[src/rtl/cap_pkg.sv]
// Shared constants, types and tables for the complex adder with polar output.
package cap_pkg;

  localparam int IN_W     = 16;   // Q7.8 input parts
  localparam int SUM_W    = 17;   // Q8.8 sum parts
  localparam int V1_W     = 18;   // first result value
  localparam int V2_W     = 17;   // second result value
  localparam int XY_W     = 28;   // CORDIC x and y, 16 fraction bits
  localparam int Z_W      = 28;   // CORDIC angle, 24 fraction bits
  localparam int ATAN_LEN = 24;
  localparam int MAG_W    = XY_W + 31 - 38;  // product bits kept after the 2^-38 scale

  localparam int CORDIC_STEPS_DEF = 16;

  localparam logic [Z_W-1:0]  HALF_PI_Z = Z_W'(26353589);
  localparam logic [V2_W-1:0] PI_OUT    = V2_W'(25736);
  localparam logic [30:0]     GAIN_K    = 31'(652032874);
  localparam logic [V1_W-1:0] MAG_MAX   = V1_W'(92682);
  localparam logic [Z_W-1:0]  ANG_ROUND = Z_W'(1024);

  // Output form register codes.
  localparam logic FORM_RECT  = 1'b0;
  localparam logic FORM_POLAR = 1'b1;

  // atan(2^-i) scaled by 2^24, rounded to nearest.
  localparam logic [Z_W-1:0] ATAN_TAB [ATAN_LEN] = '{
    Z_W'(13176795), Z_W'(7778716), Z_W'(4110060), Z_W'(2086331),
    Z_W'(1047214),  Z_W'(524117),  Z_W'(262123),  Z_W'(131069),
    Z_W'(65536),    Z_W'(32768),   Z_W'(16384),   Z_W'(8192),
    Z_W'(4096),     Z_W'(2048),    Z_W'(1024),    Z_W'(512),
    Z_W'(256),      Z_W'(128),     Z_W'(64),      Z_W'(32),
    Z_W'(16),       Z_W'(8),       Z_W'(4),       Z_W'(2)
  };

  // Payload that travels down the CORDIC pipeline.
  typedef struct packed {
    logic signed [XY_W-1:0]  x;
    logic signed [XY_W-1:0]  y;
    logic signed [Z_W-1:0]   z;
    logic signed [SUM_W-1:0] sum_re;
    logic signed [SUM_W-1:0] sum_im;
    logic                    polar;
    logic                    zero;
    logic                    neg_axis;
  } cordic_t;

endpackage

[src/rtl/cap_cordic_stage.sv]
// One registered vectoring iteration of the CORDIC pipeline.
module cap_cordic_stage import cap_pkg::*; #(
  parameter int IDX = 0
) (
  input  logic    clk,
  input  logic    rst_n,
  input  logic    valid_in,
  input  cordic_t data_in,
  output logic    ready_in,
  output logic    valid_r,
  output cordic_t data_r,
  input  logic    ready_out
);

  logic signed [XY_W-1:0] dx;
  logic signed [XY_W-1:0] dy;
  cordic_t                data_nxt;

  assign ready_in = !valid_r || ready_out;

  always_comb begin
    dx       = data_in.y >>> IDX;
    dy       = data_in.x >>> IDX;
    data_nxt = data_in;
    // Rotate toward the positive real axis, steering by the sign of y.
    if (!data_in.y[XY_W-1]) begin
      data_nxt.x = data_in.x + dx;
      data_nxt.y = data_in.y - dy;
      data_nxt.z = data_in.z + ATAN_TAB[IDX];
    end else begin
      data_nxt.x = data_in.x - dx;
      data_nxt.y = data_in.y + dy;
      data_nxt.z = data_in.z - ATAN_TAB[IDX];
    end
  end

  always_ff @(posedge clk) begin
    if (!rst_n) begin
      valid_r <= 1'b0;
    end else if (ready_in) begin
      valid_r <= valid_in;
    end
  end

  always_ff @(posedge clk) begin
    if (ready_in && valid_in) begin
      data_r <= data_nxt;
    end
  end

endmodule

[config.mk]
export PLATFORM = sky130hd
export DESIGN_NAME = cap_cordic_stage
export DESIGN_NICKNAME = d
export VERILOG_FILES = /design/src/rtl/cap_pkg.sv /design/src/rtl/cap_cordic_stage.sv
export SDC_FILE = /design/constraint.sdc
export NUM_CORES = 1
export LEC_CHECK = 0
export BUFFER_PORTS_ARGS = -buffer_cell sky130_fd_sc_hd__buf_4
export CORE_MARGIN = 2
export CORE_UTILIZATION = 59
export DETAILED_ROUTE_END_ITERATION = 6
export GPL_TIMING_DRIVEN = 0
export MAX_ROUTING_LAYER = met4
export PLACE_DENSITY = 0.95
export SYNTH_ARGS = -nofsm -noshare
export SYNTH_HDL_FRONTEND = slang
export SYNTH_SLANG_ARGS = --single-unit
[constraint.sdc]
create_clock -name clk -period 8.15 [get_ports clk]
set_clock_uncertainty 0.15 [all_clocks]
set_input_delay 1.63 -clock clk [delete_from_list [all_inputs] [get_ports clk]]
set_output_delay 1.63 -clock clk [all_outputs]
set_load 0.03 [all_outputs]
==> key figures <==
Yosys
  • Post-synthesis sequential area ratio: 36.9%
  • Syn nets: 1268
  • Area share of the largest cell type after synthesis: 36.7%
  • Synth warn: 0
  • Distinct cells, synth: 79
  • Mapped Cells: around 1000
  • Top cells by count, synth: edfxtp_1 (120), ha_1 (116), a21oi_1 (93), inv_1 (88), nor2_1 (74)
  • Synth top area cells: edfxtp_1 (37%), ha_1 (15%), xnor2_1 (5.5%)
  • Ys flop type: edfxtp_1
  • Post-synth EDFFs: 120
  • Synthesized area: 9830 um2
  • Most common cell in the synthesized netlist: edfxtp_1
  • Biggest area consumer among synthesized cells: edfxtp_1
  • FF+latch count, synth: 121
  • Ys async rst share: 0%
  • Syn Area/Cell: just under 10 um2

STA
  • Hold Fails Final Rpt: 0
  • Period utilisation layout: 68.2%
  • Unrepaired setup endpoints after global routing: false
  • Max-slew headroom: around 37%
  • Fin crit period: about 5.6 ns
  • Post-Route Setup TNS: 0 ns
  • Worst Max-Slew Pin Slew: 0.945 ns
  • Final setup violation count: 0
  • Fmax: about 0.18 GHz
  • Max-slew violations: 0

Routing
  • Drt total wl: 33.0 mm
  • ANT nets after route: 0
  • Initial detailed-routing violation count: 1191
  • Initial DRT Pass Iterations: 7
  • Via count: 9472
  • DR vias/cell: 6.22
  • Avg WL per Cell: 21.6 um
  • Residual DRC count: 2

Power and ir drop
  • Worst VDD drop: ~0.16 mV
  • LEAKAGE: 5.65 nW
  • Overall power: 0.00243 W
  • PD cells: 193 nW/um2

Critical path
  • Worst-path maximum fanout: 23
  • Reg2reg path depth: 3
  • CP most frequent cell: a21oi_1
  • Slowest Stage Delay on Critical Path: 0.61 ns
  • Required time worst endpoint: a little over 8 ns
  • R2r endpoint: data_r[75]
  • Setup crit end: data_r[64]
  • Cells along the critical path: buf_4 > inv_1 > buf_2 > clkbuf_2 > ha_1 > a21oi_1 > o22ai_1 > o41ai_2 > o311ai_1 > a31o_2 > a221o_1 > a21oi_1 > xnor2_1
  • Setup CP Type: primary input to register
  • CP Launch Point: data_in[92]
  • Bufs and invs on worst path: 4
  • Slowest stage cell on the critical path: clkbuf_2
  • Crit-path leading delay family: compound AO/OA/AOI/OAI gates
  • Critical path depth: 13
  • Critical Path AT: 5.58 ns
  • Worst reg2reg setup slack: 6.17 ns
  • Startpoint types: primary input
  • Worst r2r src: valid_r
  • Critical path endpoint category: register

Cells and area
  • Share of post-route cells with drive strength above 1: 25.2%
  • Final nets: 1535
  • Area Overhead vs Synth: 28.0%
  • Antenna diodes: 0
  • Non-Filler Instances: 1523

Clock network
  • Post-CTS setup buffer count: 0
  • Later-pin clock latency in the skew report: 0.41 ns
  • Maximum clock path buffer count: 2
  • Clk pin slew, worst setup/hold paths: 0.06 ns
  • Post-CTS sizing: 0
  • CTS H-tree lvls: 4
  • CTS buffer count: 17
  • Hold-fix buffers, CTS: 0
  • CTS tree: built
  • Clock sinks: 121
  • Clock root cell: clkbuf_16

Outcome
  • Status: complete, but fails checks
  • Violated checks: design-rule violations

Placed design
  • Port Buffers: roughly 250
  • GPL Wtd Cong: 1.01
  • Dpl hpwl: 24.8 mm
  • Dpl cells: 1491

Floorplan
  • Die ar.: 17700 um2
  • DIE HEIGHT: 133 um
  • Die W: 133 um
  • Initial Util: 59.9%
  • Num ports: 248
  • FP Rows: 47
  • Core area: about 16000 um2

Global routing
  • Total GRT Usage: a little under two fifths
  • Vias in the first global route: 9207
  • Largest net degree at the start of global routing: 74
  • Initial antenna violation count: 0
  • GRT Residual Overflow: 0
  • First-pass GRT wire length: 50.4 mm

Min path
  • Hold Crit Depth: 2
  • Worst hold path type: register to register

Flow run
  • Total of max-cap violations: 0
-- stage by stage --
step                utilization [%]  hold WS, ns  setup WS, ns  instance area (um2)
finish                         76.7        0.435          2.59                12600
global placement               72.9        0.373          2.00                12000
CTS                            76.7        0.434          2.20                12600
global route                   76.7        0.453          2.52                12600
floorplan                         -        0.735          2.74                 9830
detailed placement             73.1        0.421          1.85                12000
-- power by group --
part	internal, W	switching, W
logic	0.000326	0.000542
registers	0.000785	0.0000251
clock network	0.000455	0.000300
total	0.00157	0.000866
-- cell families after synthesis --
| group | after synthesis | synth area share [%] |
|---|---|---|
| AOI/OAI and AO/OA | 314 | 21.1 |
| and+or+nand+nor | 239 | 11.9 |
| buffers and inverters | 132 | 5.61 |
| DFF | 121 | 36.9 |
| adders and majority gates | 120 | 15.6 |
| xor gates and xnor gates | 77 | 6.86 |
| muxes | 20 | 2.05 |
-- worst min-delay path by stage --
stage	slack, ns	start	end
finish	0.43	valid_r	valid_r
global route	0.45	valid_r	valid_r
CTS	0.43	valid_r	valid_r
detailed placement	0.42	valid_r	valid_r
global placement	0.37	valid_r	valid_r
floorplan	0.73	valid_r	valid_r
-- state kept, by name (all words and copies together) (netlist names) --
register  flops
valid_r       1
data_r      120
-- cell usage in the layout (no fill, tap or decap), drive strengths merged, types with 14 or more instances in the layout --
master	n
nor2b	17
nand3	19
nand2	52
xnor2	62
a31oi	14
mux2i	19
xor2	15
inv	93
clkbuf	39
edfxtp	120
buf	269
o21bai	16
nor3	15
a21oi	94
nor2	74
o21ai	57
a21o	37
ha	116
-- metal layers --
metal | track usage (%) | vias to the layer above | part of all wire, %
met4 | 16.5 | 0 | 5.0
li1 | - | 4237 | -
met1 | 45.8 | 4423 | 38
met5 | - | - | 0
met2 | 61.6 | 685 | 48
met3 | 5.90 | 127 | 9.6
-- worst reg2reg max path: cells and delay by family, from the launching register on --
kind | cells | cell delay, ns
and+or+nand+nor | 2 | 0.70
buffers and inverters | 1 | 0.39
DFF | 1 | 0.31
-- layout make-up --
class                      instances  area [um2]
buffer                            43         219
multi-input combinational        770        5660
clock inverter                    15         165
sequential                       121        3620
inverter                          89         334
timing repair buffer             248        1880
tap                              220         275
clock buffer                      17         425
fill                            1100        3820
No activity file was read; power rests on OpenSTA's default activity.
